<file path="src/design/sctu_pkg.sv">
// ----------------------------------------------------------------------------
// sctu_pkg: shared types, constants and microcode for the sine/cosine unit
// Fixed-point formats, divisor and reciprocal tables, control word layout
// and the sequencer program.
// ----------------------------------------------------------------------------
package sctu_pkg;

	typedef logic signed [31:0] fix_t;
	typedef logic [31:0]        mag_t;
	typedef logic [3:0]         cnt_t;
	typedef logic [4:0]         step_t;
	typedef logic [8:0]         div_t;

	localparam logic [35:0] HALF_PI_Q = 36'd421657428;
	localparam logic [35:0] TWO_Q     = 36'd536870912;
	localparam fix_t        ONE_Q     = 32'sd268435456;
	localparam logic [20:0] OUT_ONE   = 21'd65536;
	localparam logic [63:0] RND_HALF  = 64'd134217728;

	typedef enum logic [3:0] {
		U_NOP,
		U_LOAD,
		U_HALVE,
		U_INIT,
		U_MUL,
		U_RND,
		U_CORR,
		U_ACC,
		U_UPD
	} uop_t;

	typedef enum logic [2:0] {
		OP_R,
		OP_ST,
		OP_CT,
		OP_S,
		OP_C,
		OP_X2,
		OP_N,
		OP_RCP
	} opnd_t;

	typedef enum logic [2:0] {
		D_X2,
		D_U,
		D_V,
		D_W,
		D_N
	} dst_t;

	typedef enum logic {
		SER_SIN,
		SER_COS
	} ser_t;

	typedef enum logic [2:0] {
		J_NEXT,
		J_ALWAYS,
		J_HALVE,
		J_KMORE,
		J_HDONE
	} jmp_t;

	typedef struct packed {
		uop_t  op;
		opnd_t a;
		opnd_t b;
		dst_t  dst;
		ser_t  ser;
		jmp_t  jmp;
		step_t target;
	} ctl_t;

	typedef struct packed {
		logic halve;
		logic k_last;
		logic h_done;
	} sts_t;

	localparam step_t ST_IDLE  = 5'd0;
	localparam step_t ST_HALVE = 5'd1;
	localparam step_t ST_SIN   = 5'd5;
	localparam step_t ST_DTEST = 5'd15;
	localparam step_t ST_OUT   = 5'd23;

	function automatic div_t div_of(ser_t ser, cnt_t k);
		logic [4:0] k2;
		logic [9:0] prod;
		begin
			k2 = {k, 1'b0};
			if (ser == SER_SIN) begin
				prod = 10'(k2) * (10'(k2) + 10'd1);
			end else begin
				prod = 10'(k2) * (10'(k2) - 10'd1);
			end
			return prod[8:0];
		end
	endfunction

	// floor(2^32 / divisor) for each term
	function automatic mag_t recip_of(ser_t ser, cnt_t k);
		mag_t r;
		begin
			r = '0;
			if (ser == SER_SIN) begin
				case (k)
					4'd1:    r = 32'd715827882;
					4'd2:    r = 32'd214748364;
					4'd3:    r = 32'd102261126;
					4'd4:    r = 32'd59652323;
					4'd5:    r = 32'd39045157;
					4'd6:    r = 32'd27531841;
					4'd7:    r = 32'd20452225;
					4'd8:    r = 32'd15790320;
					4'd9:    r = 32'd12558383;
					4'd10:   r = 32'd10226112;
					4'd11:   r = 32'd8488077;
					default: r = '0;
				endcase
			end else begin
				case (k)
					4'd1:    r = 32'd2147483648;
					4'd2:    r = 32'd357913941;
					4'd3:    r = 32'd143165576;
					4'd4:    r = 32'd76695844;
					4'd5:    r = 32'd47721858;
					4'd6:    r = 32'd32537631;
					4'd7:    r = 32'd23598721;
					4'd8:    r = 32'd17895697;
					4'd9:    r = 32'd14035840;
					4'd10:   r = 32'd11302545;
					4'd11:   r = 32'd9296466;
					default: r = '0;
				endcase
			end
			return r;
		end
	endfunction

	function automatic ctl_t cw(uop_t op, opnd_t a, opnd_t b, dst_t dst, ser_t ser,
			jmp_t jmp, step_t target);
		ctl_t c;
		begin
			c.op     = op;
			c.a      = a;
			c.b      = b;
			c.dst    = dst;
			c.ser    = ser;
			c.jmp    = jmp;
			c.target = target;
			return c;
		end
	endfunction

	function automatic ctl_t ucode(step_t addr);
		ctl_t c;
		begin
			unique case (addr)
				5'd0:    c = cw(U_LOAD,  OP_R,  OP_R,   D_X2, SER_SIN, J_NEXT,   ST_IDLE);
				5'd1:    c = cw(U_HALVE, OP_R,  OP_R,   D_X2, SER_SIN, J_HALVE,  ST_HALVE);
				5'd2:    c = cw(U_INIT,  OP_R,  OP_R,   D_X2, SER_SIN, J_NEXT,   ST_IDLE);
				5'd3:    c = cw(U_MUL,   OP_R,  OP_R,   D_X2, SER_SIN, J_NEXT,   ST_IDLE);
				5'd4:    c = cw(U_RND,   OP_R,  OP_R,   D_X2, SER_SIN, J_NEXT,   ST_IDLE);
				5'd5:    c = cw(U_MUL,   OP_ST, OP_X2,  D_X2, SER_SIN, J_NEXT,   ST_IDLE);
				5'd6:    c = cw(U_RND,   OP_R,  OP_R,   D_N,  SER_SIN, J_NEXT,   ST_IDLE);
				5'd7:    c = cw(U_MUL,   OP_N,  OP_RCP, D_X2, SER_SIN, J_NEXT,   ST_IDLE);
				5'd8:    c = cw(U_CORR,  OP_R,  OP_R,   D_X2, SER_SIN, J_NEXT,   ST_IDLE);
				5'd9:    c = cw(U_ACC,   OP_R,  OP_R,   D_X2, SER_SIN, J_NEXT,   ST_IDLE);
				5'd10:   c = cw(U_MUL,   OP_CT, OP_X2,  D_X2, SER_COS, J_NEXT,   ST_IDLE);
				5'd11:   c = cw(U_RND,   OP_R,  OP_R,   D_N,  SER_COS, J_NEXT,   ST_IDLE);
				5'd12:   c = cw(U_MUL,   OP_N,  OP_RCP, D_X2, SER_COS, J_NEXT,   ST_IDLE);
				5'd13:   c = cw(U_CORR,  OP_R,  OP_R,   D_X2, SER_COS, J_NEXT,   ST_IDLE);
				5'd14:   c = cw(U_ACC,   OP_R,  OP_R,   D_X2, SER_COS, J_KMORE,  ST_SIN);
				5'd15:   c = cw(U_NOP,   OP_R,  OP_R,   D_X2, SER_SIN, J_HDONE,  ST_OUT);
				5'd16:   c = cw(U_MUL,   OP_C,  OP_S,   D_X2, SER_SIN, J_NEXT,   ST_IDLE);
				5'd17:   c = cw(U_RND,   OP_R,  OP_R,   D_U,  SER_SIN, J_NEXT,   ST_IDLE);
				5'd18:   c = cw(U_MUL,   OP_C,  OP_C,   D_X2, SER_SIN, J_NEXT,   ST_IDLE);
				5'd19:   c = cw(U_RND,   OP_R,  OP_R,   D_V,  SER_SIN, J_NEXT,   ST_IDLE);
				5'd20:   c = cw(U_MUL,   OP_S,  OP_S,   D_X2, SER_SIN, J_NEXT,   ST_IDLE);
				5'd21:   c = cw(U_RND,   OP_R,  OP_R,   D_W,  SER_SIN, J_NEXT,   ST_IDLE);
				5'd22:   c = cw(U_UPD,   OP_R,  OP_R,   D_X2, SER_SIN, J_ALWAYS, ST_DTEST);
				5'd23:   c = cw(U_NOP,   OP_R,  OP_R,   D_X2, SER_SIN, J_ALWAYS, ST_IDLE);
				default: c = cw(U_NOP,   OP_R,  OP_R,   D_X2, SER_SIN, J_ALWAYS, ST_IDLE);
			endcase
			return c;
		end
	endfunction

endpackage

</file>
<file path="src/design/sctu_datapath.sv">
// ----------------------------------------------------------------------------
// sctu_datapath: shared-multiplier datapath of the sine/cosine unit
// Holds the angle, series terms and sums, one registered multiplier, the
// reciprocal divide correction and the double-angle update.
// ----------------------------------------------------------------------------
module sctu_datapath
	import sctu_pkg::*;
#(
	parameter int SERIES_TERMS = 10,
	parameter int MAX_HALVINGS = 7
) (
	input  logic               clk,
	input  logic               arst_n,
	input  ctl_t               ctl,
	input  logic               fire,
	input  logic signed [23:0] angle,
	output sts_t               sts,
	output logic signed [17:0] sine_res,
	output logic signed [17:0] cosine_res
);

	localparam int   LIMIT_I = (MAX_HALVINGS > 12) ? 12 : ((MAX_HALVINGS < 0) ? 0 : MAX_HALVINGS);
	localparam cnt_t LIMIT   = cnt_t'(LIMIT_I);
	localparam cnt_t K_LAST  = cnt_t'(SERIES_TERMS - 1);

	logic [35:0]  red_q;
	logic         neg_q;
	cnt_t         h_q;
	cnt_t         hc_q;
	cnt_t         k_q;
	fix_t         r_q;
	fix_t         x2_q;
	fix_t         st_q;
	fix_t         ct_q;
	fix_t         s_q;
	fix_t         c_q;
	fix_t         u_q;
	fix_t         v_q;
	fix_t         w_q;
	mag_t         n_q;
	logic         tsign_q;
	mag_t         q_q;
	logic [63:0]  p_q;
	logic         psign_q;

	mag_t         a_mag;
	mag_t         b_mag;
	logic         a_neg;
	logic         b_neg;
	div_t         dvs;
	mag_t         rcp;
	logic [63:0]  rsum;
	mag_t         rmag;
	fix_t         rval;
	mag_t         qe;
	logic [40:0]  qd;
	logic [40:0]  rem;
	mag_t         qfix;
	fix_t         acc_val;
	logic [23:0]  ang_mag;
	logic [35:0]  red_c;
	fix_t         r_init;
	logic signed [33:0] ns_w;
	logic signed [33:0] nc_w;

	function automatic mag_t mag_of(fix_t v);
		return v[31] ? mag_t'(-v) : mag_t'(v);
	endfunction

	function automatic fix_t sat_one(logic signed [33:0] v);
		if (v > 34'(ONE_Q)) begin
			return ONE_Q;
		end else if (v < -34'(ONE_Q)) begin
			return -ONE_Q;
		end else begin
			return v[31:0];
		end
	endfunction

	function automatic logic signed [17:0] to_out(fix_t v);
		logic [32:0] t;
		logic [20:0] m;
		begin
			t = {1'b0, mag_of(v)} + 33'd2048;
			m = t[32:12];
			if (m > OUT_ONE) begin
				m = OUT_ONE;
			end
			return v[31] ? -$signed(m[17:0]) : $signed(m[17:0]);
		end
	endfunction

	function automatic void pick(opnd_t o, fix_t r, fix_t st, fix_t ct, fix_t s, fix_t c,
			fix_t x2, mag_t n, mag_t rc, output mag_t m, output logic ng);
		fix_t v;
		begin
			v = '0;
			m = '0;
			ng = 1'b0;
			case (o)
				OP_R:    v = r;
				OP_ST:   v = st;
				OP_CT:   v = ct;
				OP_S:    v = s;
				OP_C:    v = c;
				OP_X2:   v = x2;
				default: v = '0;
			endcase
			if (o == OP_N) begin
				m = n;
			end else if (o == OP_RCP) begin
				m = rc;
			end else begin
				m = mag_of(v);
				ng = v[31];
			end
		end
	endfunction

	always_comb begin
		dvs = div_of(ctl.ser, k_q);
		rcp = recip_of(ctl.ser, k_q);
		pick(ctl.a, r_q, st_q, ct_q, s_q, c_q, x2_q, n_q, rcp, a_mag, a_neg);
		pick(ctl.b, r_q, st_q, ct_q, s_q, c_q, x2_q, n_q, rcp, b_mag, b_neg);

		rsum = p_q + RND_HALF;
		rmag = rsum[59:28];
		rval = psign_q ? -$signed(rmag) : $signed(rmag);

		qe   = p_q[63:32];
		qd   = 41'(qe) * 41'(dvs);
		rem  = {9'b0, n_q} - qd;
		qfix = (rem >= 41'(dvs)) ? qe + 32'd1 : qe;

		acc_val = tsign_q ? $signed(q_q) : -$signed(q_q);

		ang_mag = angle[23] ? 24'(-angle) : 24'(angle);
		red_c   = (red_q > TWO_Q) ? TWO_Q : red_q;
		r_init  = neg_q ? -$signed(red_c[31:0]) : $signed(red_c[31:0]);

		ns_w = 34'(u_q) <<< 1;
		nc_w = 34'(v_q) - 34'(w_q);

		sts.halve  = (red_q > HALF_PI_Q) && (h_q < LIMIT);
		sts.k_last = (k_q == K_LAST);
		sts.h_done = (hc_q == h_q);

		sine_res   = to_out(s_q);
		cosine_res = to_out(c_q);
	end

	always_ff @(posedge clk or negedge arst_n) begin
		if (!arst_n) begin
			h_q  <= '0;
			hc_q <= '0;
			k_q  <= '0;
		end else if (fire) begin
			case (ctl.op)
				U_LOAD: begin
					h_q <= '0;
				end
				U_HALVE: begin
					if (sts.halve) begin
						h_q <= h_q + 4'd1;
					end
				end
				U_INIT: begin
					k_q  <= 4'd1;
					hc_q <= '0;
				end
				U_ACC: begin
					if (ctl.ser == SER_COS) begin
						k_q <= k_q + 4'd1;
					end
				end
				U_UPD: begin
					hc_q <= hc_q + 4'd1;
				end
				default: begin
				end
			endcase
		end
	end

	always_ff @(posedge clk) begin
		if (fire) begin
			case (ctl.op)
				U_LOAD: begin
					red_q <= {ang_mag, 12'b0};
					neg_q <= angle[23];
				end
				U_HALVE: begin
					if (sts.halve) begin
						red_q <= red_q >> 1;
					end
				end
				U_INIT: begin
					r_q  <= r_init;
					st_q <= r_init;
					s_q  <= r_init;
					ct_q <= ONE_Q;
					c_q  <= ONE_Q;
				end
				U_MUL: begin
					p_q     <= 64'(a_mag) * 64'(b_mag);
					psign_q <= a_neg ^ b_neg;
				end
				U_RND: begin
					case (ctl.dst)
						D_X2: x2_q <= rval;
						D_U:  u_q  <= rval;
						D_V:  v_q  <= rval;
						D_W:  w_q  <= rval;
						D_N: begin
							n_q     <= rmag + 32'(dvs >> 1);
							tsign_q <= psign_q;
						end
						default: begin
						end
					endcase
				end
				U_CORR: begin
					q_q <= qfix;
				end
				U_ACC: begin
					if (ctl.ser == SER_SIN) begin
						st_q <= acc_val;
						s_q  <= s_q + acc_val;
					end else begin
						ct_q <= acc_val;
						c_q  <= c_q + acc_val;
					end
				end
				U_UPD: begin
					s_q <= sat_one(ns_w);
					c_q <= sat_one(nc_w);
				end
				default: begin
				end
			endcase
		end
	end

endmodule

</file>
<file path="src/design/sine_cosine_taylor_unit.sv">
// ----------------------------------------------------------------------------
// sine_cosine_taylor_unit: sine and cosine of a fixed-point angle
// Microcoded sequencer over one shared multiplier: range reduction by
// halving, Taylor series for both functions, double-angle restoration.
//
//   channel   signals                              direction  format
//   input     in_valid, in_ready, angle            in         Q7.16 signed
//   output    out_valid, out_ready, sine_value,    out        Q1.16 signed
//             cosine_value
//
// Every multiply, the reciprocal divides included, shares the single
// registered 32x32 multiplier. One item at a time; a new angle is taken
// as soon as the previous result sits in the output register. A stalled
// output holds the sequencer at its final step. Reset clears the step
// counter and the output valid flag.
// ----------------------------------------------------------------------------
module sine_cosine_taylor_unit
	import sctu_pkg::*;
#(
	parameter int SERIES_TERMS = 10,
	parameter int MAX_HALVINGS = 7
) (
	input  logic               clk,
	input  logic               arst_n,
	input  logic               in_valid,
	output logic               in_ready,
	input  logic signed [23:0] angle,
	output logic               out_valid,
	input  logic               out_ready,
	output logic signed [17:0] sine_value,
	output logic signed [17:0] cosine_value
);

	step_t              step_q;
	logic               out_valid_q;
	logic signed [17:0] sine_q;
	logic signed [17:0] cosine_q;

	ctl_t               ctl;
	sts_t               sts;
	logic               fire;
	logic               take;
	logic signed [17:0] sine_res;
	logic signed [17:0] cosine_res;

	sctu_datapath #(
		.SERIES_TERMS(SERIES_TERMS),
		.MAX_HALVINGS(MAX_HALVINGS)
	) u_datapath (
		.clk       (clk),
		.arst_n    (arst_n),
		.ctl       (ctl),
		.fire      (fire),
		.angle     (angle),
		.sts       (sts),
		.sine_res  (sine_res),
		.cosine_res(cosine_res)
	);

	always_comb begin
		ctl  = ucode(step_q);
		fire = 1'b1;
		if (step_q == ST_IDLE) begin
			fire = in_valid;
		end else if (step_q == ST_OUT) begin
			fire = !out_valid_q || out_ready;
		end
		unique case (ctl.jmp)
			J_NEXT:   take = 1'b0;
			J_ALWAYS: take = 1'b1;
			J_HALVE:  take = sts.halve;
			J_KMORE:  take = !sts.k_last;
			J_HDONE:  take = sts.h_done;
			default:  take = 1'b0;
		endcase
	end

	assign in_ready     = (step_q == ST_IDLE);
	assign out_valid    = out_valid_q;
	assign sine_value   = sine_q;
	assign cosine_value = cosine_q;

	always_ff @(posedge clk or negedge arst_n) begin
		if (!arst_n) begin
			step_q      <= ST_IDLE;
			out_valid_q <= 1'b0;
			sine_q      <= '0;
			cosine_q    <= '0;
		end else begin
			if (fire) begin
				step_q <= take ? ctl.target : step_q + 5'd1;
			end
			if (fire && step_q == ST_OUT) begin
				out_valid_q <= 1'b1;
				sine_q      <= sine_res;
				cosine_q    <= cosine_res;
			end else if (out_ready) begin
				out_valid_q <= 1'b0;
			end
		end
	end

	a_out_from_final_step: assert property (@(posedge clk) disable iff (!arst_n)
		$rose(out_valid_q) |-> $past(step_q == ST_OUT))
		else $error("output valid raised outside the final step");

	a_step_in_program: assert property (@(posedge clk) disable iff (!arst_n)
		step_q <= ST_OUT)
		else $error("step counter left the program");

	a_results_bounded: assert property (@(posedge clk) disable iff (!arst_n)
		out_valid_q |-> (sine_q <= 18'sd65536 && sine_q >= -18'sd65536 &&
			cosine_q <= 18'sd65536 && cosine_q >= -18'sd65536))
		else $error("result beyond unit magnitude");

	a_accept_starts_reduction: assert property (@(posedge clk) disable iff (!arst_n)
		(in_valid && in_ready) |=> (step_q == ST_HALVE))
		else $error("transfer did not start range reduction");

endmodule
</file>
<file path="config.mk">
export PLATFORM = sky130hd
export DESIGN_NAME = sine_cosine_taylor_unit
export DESIGN_NICKNAME = d
export VERILOG_FILES = /design/src/design/sctu_pkg.sv /design/src/design/sctu_datapath.sv /design/src/design/sine_cosine_taylor_unit.sv
export SDC_FILE = /design/constraint.sdc
export NUM_CORES = 2
export LEC_CHECK = 0
export BUFFER_PORTS_ARGS = -buffer_cell sky130_fd_sc_hd__buf_2
export CAP_MARGIN = 20
export CORE_MARGIN = 2
export CORE_UTILIZATION = 60
export CTS_CLUSTER_DIAMETER = 80
export DETAILED_ROUTE_END_ITERATION = 16
export PLACE_DENSITY_LB_ADDON = 0.12
export SYNTH_ARGS = -nofsm -noshare
export SYNTH_HDL_FRONTEND = slang
export SYNTH_SLANG_ARGS = --single-unit
</file>
<file path="constraint.sdc">
create_clock -name clk -period 20.1 [get_ports clk]
set_clock_uncertainty 0.05 [all_clocks]
set_input_delay 4.02 -clock clk [delete_from_list [all_inputs] [get_ports clk]]
set_output_delay 4.02 -clock clk [all_outputs]
set_load 0.02 [all_outputs]
</file>
## After elaboration in Yosys (flattened, before gate mapping)

Memory sizes are Yosys's and may differ from the RTL's.
Cells that the tools add are included.

- Register bits: 509
- Bits in latches: 0
- Bits in writable memories: 0
- Bits in read-only memories: 1648
- Bits of input ports: 28
- Output and inout bits: 38
- Memories: 3

Memory list:

| memory | words | width | read ports | clocked after Yosys merged registers in | wr ports | line | text |
|---|---|---|---|---|---|---|---|
| (no name shown) | 32 | 22 | 1 | 0 | 0 | sctu_pkg.sv:158 | `unique case (addr)` |
| (no name shown) | 16 | 30 | 1 | 0 | 0 | sctu_pkg.sv:121 | `case (k)` |
| (no name shown) | 16 | 29 | 1 | 0 | 0 | sctu_pkg.sv:106 | `case (k)` |

- $add $sub $neg: 25
- Multiply operators: 4
- Divide/modulo/power cells: 0
- $lt $le $gt $ge: 10
- Equal/unequal tests: 36
- Shift operators: 0
- Multiplexer cells: 51
- Bitwise logic cells: 1
- Reductions and logical operators: 29

Operators with widths:

| cell | number |
|---|---|
| 32-bit two-way mux | 22 |
| 32-bit one-hot mux with 6 select lines | 2 |
| 32-bit negation | 7 |
| 32-bit one-hot mux with 3 select lines | 2 |
| 32-bit one-hot mux with 2 select lines | 2 |
| 18-bit two-way mux | 4 |
| 36-bit one-hot mux with 2 select lines | 1 |
| 32-bit by 12-bit adder with 33-bit output, second input constant | 2 |
| 32-bit adder | 2 |
| 32-bit by 32-bit multiplier with 64-bit output | 1 |
| 60-bit by 28-bit adder with 60-bit output, second input constant | 1 |
| 21-bit by 17-bit > comparator with 1-bit output, second input constant | 2 |
| 41-bit by 9-bit greater-or-equal comparator with 1-bit output | 1 |
| 32-bit by 9-bit multiplier with 41-bit output | 1 |
| 32-bit by 41-bit subtractor with 41-bit output | 1 |
| 36-bit by 29-bit > comparator with 1-bit output, second input constant | 1 |
| 36-bit by 30-bit > comparator with 1-bit output, second input constant | 1 |
| 36-bit two-way mux | 1 |
| 18-bit negation | 2 |
| 34-bit by 30-bit > comparator with 1-bit output, second input constant | 1 |
| 34-bit by 29-bit less-than comparator with 1-bit output, second input constant | 1 |
| 33-bit by 30-bit > comparator with 1-bit output, second input constant | 1 |
| 33-bit by 29-bit less-than comparator with 1-bit output, second input constant | 1 |
| 32-bit by 32-bit subtractor with 33-bit output | 1 |
| 37 further kinds | 95 |

## Longest topological paths before layout

An unclocked memory read counts as a cell.

- Depth after elaboration: 8
- Gate-level depth with buffers: 53
- Depth with buffers taken out: 48

## Hierarchy

Synthesis repeated with hierarchy kept, for this count alone.

- Cell total of the unflattened synthesis: 8889
- Area, all modules: 79520.0 um^2

By module, submodules not included:

| module | times used | cells each | area each (um^2) | seq. area each (um^2) |
|---|---|---|---|---|
| sctu_datapath | 1 | 8689 | 77159.0 | 13152.6 |
| sine_cosine_taylor_unit | 1 | 200 | 2361.0 | 1051.0 |

## Worst setup path after synthesis

OpenSTA, ideal clock, no wires.

- Kind: register to register
- Start point: register step_q[1]
- End point: register u_datapath.p_q[62] (data pin)
- Data arrival time: 11455 ps
- Data required time: 19793 ps
- Slack: 8338 ps
- Stages on the path, launching flop included: 49
- Path buffers: 2
- Path through: dfrtp_1 -> ha_1 -> ha_1 -> nor2_1 -> a211oi_4 -> buf_2 -> mux2i_1 -> o21ai_0 -> or3_1 -> or2_1 -> or3_1 -> nor2_2 -> and2_1 -> nor2_1 -> xnor2_1 -> nand3_1 -> a21boi_0 -> clkbuf_1 -> (+13 left out) -> inv_1 -> ha_1 -> a21o_1 -> a21o_1 -> a21oi_1 -> o21ai_0 -> a221o_1 -> a21oi_1 -> o41ai_4 -> a21oi_2 -> nor2_2 -> o21ai_1 -> a211oi_2 -> o311ai_2 -> a21boi_2 -> o21a_2 -> o31a_1 -> xor2_1

- Word-level cells in the longest chain between the ends: 8
- Elaborated cells on any way between the ends: 29
- Classes of those cells: 2 x add/sub; 1 x mul; 14 x eq/ne; 9 x mux; 2 x reduce/logical; 1 x memory

Ends and longest elaborated chain:

| item | line | text |
|---|---|---|
| start: declaration | sine_cosine_taylor_unit.sv:34 | `step_t step_q;` |
| start signal: assignment | sine_cosine_taylor_unit.sv:91 | `step_q <= take ? ctl.target : step_q + 5'd1;` |
| memory 32 x 22 bit (*) | n/a |  |
| 3-bit == test, or another cell as far along | sctu_datapath.sv:100 | `case (o)` |
| 32-bit one-hot mux with 6 select lines | sctu_datapath.sv:100 |  |
| 32-bit negation | sctu_datapath.sv:67 | `return v[31] ? mag_t'(-v) : mag_t'(v);` |
| 32-bit two-way mux | sctu_datapath.sv:67 |  |
| 32-bit two-way mux | sctu_datapath.sv:111 | `end else if (o == OP_RCP) begin` |
| 32-bit two-way mux | sctu_datapath.sv:109 | `if (o == OP_N) begin` |
| 32-bit by 32-bit multiplier with 64-bit output (*) | sctu_datapath.sv:205 | `p_q <= 64'(a_mag) * 64'(b_mag);` |
| end signal: assignment | sctu_datapath.sv:205 |  |
| end: declaration | sctu_datapath.sv:43 | `logic [63:0] p_q;` |

Every way passes the cells marked *; elsewhere a longest branch is shown, timed or not.
A chain may end at the register's enable or synchronous reset.

## Final worst setup path

- Start point: register step_q[2]
- End point: register u_datapath.p_q[62] (data pin)

The elaborated chain is that of the path after synthesis.

==> summary.md <==
| Metric | Value |
|---|---|
| Synth warn | `0` |
| Syn avg cell area | `8.90 um2` |
| Largest register FFs | `37` |
| Post-synth EDFFs | `428` |
| Tcrit/Tclk final | `70.8%` |
| Overall Global Routing Usage | `43.5%` |
| # nets final | `10.1k` |
| Outcome | `finished clean` |
| First-pass GRT wire length | `417000 um` |
| Layout area overhead | `5.67%` |
| Netlist cell types | `117` |
| Hold_buf cts | `0` |
| Post-CTS Setup Inserts | `0` |
| CP bufs+invs | `6` |
| Dpl cell area | `78900 um2` |
| Post-Synthesis Cells | `8600` |
| 1st-iter DRT viols | `7448` |
| Vias in the first global route | `65.9k` |
| Largest regs | `u_datapath.p_q: 37 flops, u_datapath.red_q: 36 flops` |
| Drt drc | `0` |
| Worst-Skew Late Latency | `700 ps` |
| Drt first pass iters | `12` |
| CP max FO | `35` |
| Commonest non-fill, non-tap cell in the layout | `inv_1` |
| Number of filler cells placed in the layout | `10.9k` |
| Final hold viol count | `0` |
| Tmin final | `14220 ps` |
| Antenna-violating nets left | `0` |
| Pin slew with the least headroom to its limit | `1250 ps` |
| TritonCTS buffer count | `56` |
| Cell Area, Synth | `76500 um2` |
| Worst relative slew slack | `15.5%` |
| Worst Path Required | `20480 ps` |
| Share of post-route cells with drive strength above 1 | `5.98%` |
| Die Span X | `361 um` |
| Routed wire length per instance | `27.4 um` |
| Initial antenna violation count | `7` |
| CTS tree | `done` |
| Post-synth top area share | `29.3%` |
| Resize count post-CTS | `0` |
| Ranking of synthesized cells by area | `fa_1, edfxtp_1, ha_1` |
| Crit-path max cell delay | `860 ps` |
| Register with the most flip-flops | `u_datapath.p_q` |
| Crit-path leading delay family | `adder cells` |
| Synth area leader | `fa_1` |
| Reg clk slew, reported paths | `60 ps` |
| CP Class | `flip-flop to flip-flop` |
| Vert. Die Dim | `361 um` |
| Fin cells | `10.2k` |
| Slew Limit Fails | `0` |
| Gpl congestion | `1.04` |
| Setup_tns | `0 ps` |
| Avg Vias per Cell | `6.30` |
| Sequential share of the synthesized area | `18.6%` |
| CP dominant cell by count | `fa_1` |
| Fmax | `0.0703 GHz` |
| Placeable core area | `127000 um2` |
| CP max stage cell | `dfrtp_1` |
| Crit. End Element | `flip-flop` |
| Die ar. | `130000 um2` |
| Unrepaired setup endpoints after global routing | `no` |
| Finished Cell Area | `80900 um2` |
| Final Setup Violations | `0` |
| Syn_nets | `10.3k` |
| Post-DP HPWL | `218000 um` |
| Main synth FF type | `edfxtp_1` |
| Most frequent cells in the layout | `inv_1, fa_1, nand2_1, nor2_1, ha_1` |
| Routed WL | `279000 um` |
| Max-Cap Viols | `0` |
| Asr flop ratio synth | `11.2%` |
| Initial core utilization | `60.2%` |
| Final global-route overflow total | `0` |
| Register area | `14200 um2` |
| Critical path launch point type | `flip-flop` |
| Clk sinks | `482` |
| Cell Rows | `131` |
| Largest net degree at the start of global routing | `63` |
| Placed cell count | `10.1k` |
| CTS root buffer | `clkbuf_16` |
| Worst Hold Class | `flip-flop to flip-flop` |
| Area of the multi-input gates | `55700 um2` |
| Seq cells post-synth | `482` |
| H-tree levels | `2` |
| PortBufs | `65` |
| # IOs | `66` |
| Arrival time worst endpoint | `14610 ps` |
| Vias | `64.2k` |
| CTS Buffer Depth | `3` |
[per-layer routing]
metal	routed length [um]	global-route usage [%]	vias up
met5	33	0	-
met3	29800	10.4	1086
met1	97900	51.9	31600
li1	-	-	27600
met2	123000	67.2	3922
met4	28700	35.5	4
[cell families (layout without fill, tap and decap cells)]
family / Yosys count / after routing / share of synthesized area (%)
simple gates: 2802 / 2802 / 16.8
buf+inv: 1811 / 1741 / 9.09
fa+ha+maj: 1636 / 1636 / 37.7
compound gates: 1317 / 1317 / 11.3
xor+xnor: 489 / 489 / 5.64
flops: 482 / 482 / 18.6
mux: 63 / 63 / 0.842
other cells: 0 / 3 / 0
[final timing paths]
check	startpoint	end	slack, ps	cells past startpoint
setup / recovery	step_q[2]$_DFFE_PN0P_	u_datapath.p_q[62]$_DFFE_PP_	5880	46
hold / removal	cosine_value[17]$_DFFE_PN0P_	cosine_value[17]$_DFFE_PN0P_	420	2
setup reg to reg	step_q[2]$_DFFE_PN0P_	u_datapath.p_q[62]$_DFFE_PP_	5880	46
hold reg to reg	cosine_value[17]$_DFFE_PN0P_	cosine_value[17]$_DFFE_PN0P_	420	2
max in group asynchronous	arst_n	step_q[4]$_DFFE_PN0P_	15950	2
min in group asynchronous	arst_n	cosine_value[8]$_DFFE_PN0P_	3460	2
[cells in the mapped netlist (89+ instances only)]
cell / count
a21o_1: 112
a21oi_1: 321
and2_1: 237
clkbuf_1: 332
edfxtp_1: 428
fa_1: 1118
ha_1: 517
inv_1: 1377
nand2_1: 1021
nand2b_1: 91
nand3_1: 144
nor2_1: 793
nor2b_1: 89
nor3_1: 109
o21ai_0: 320
xnor2_1: 261
xor2_1: 224
[worst min-delay path: cells and delay by family, from the launching register on]
kind,cells,cell delay (ps)
flops,1,340
simple gates,2,100
[layout make-up]
| type | instances | share of cell area, % |
|---|---|---|
| Antenna cell | 3 | 0.00929 |
| Clock buffer | 68 | 1.81 |
| Clock inverter | 38 | 0.506 |
| Inverter | 1382 | 6.42 |
| Multi-Input combinational cell | 6307 | 68.9 |
| Sequential cell | 482 | 17.6 |
| Tap cell | 1662 | 2.57 |
| Timing Repair Buffer | 253 | 2.19 |
[metrics by stage]
stage / worst slack [ps] / util (%) / hold WS [ps]
after floorplan: 8340 / - / 433
after global placement: 6280 / 62.0 / 400
after detailed placement: 6080 / 62.1 / 409
after CTS: 6050 / 63.6 / 422
after global routing: 5320 / 63.6 / 442
final: 5880 / 63.6 / 416
Power is left out: the tool's default activity adds up to more than one toggle a clock period on the data nets, which glitch-free logic cannot reach.
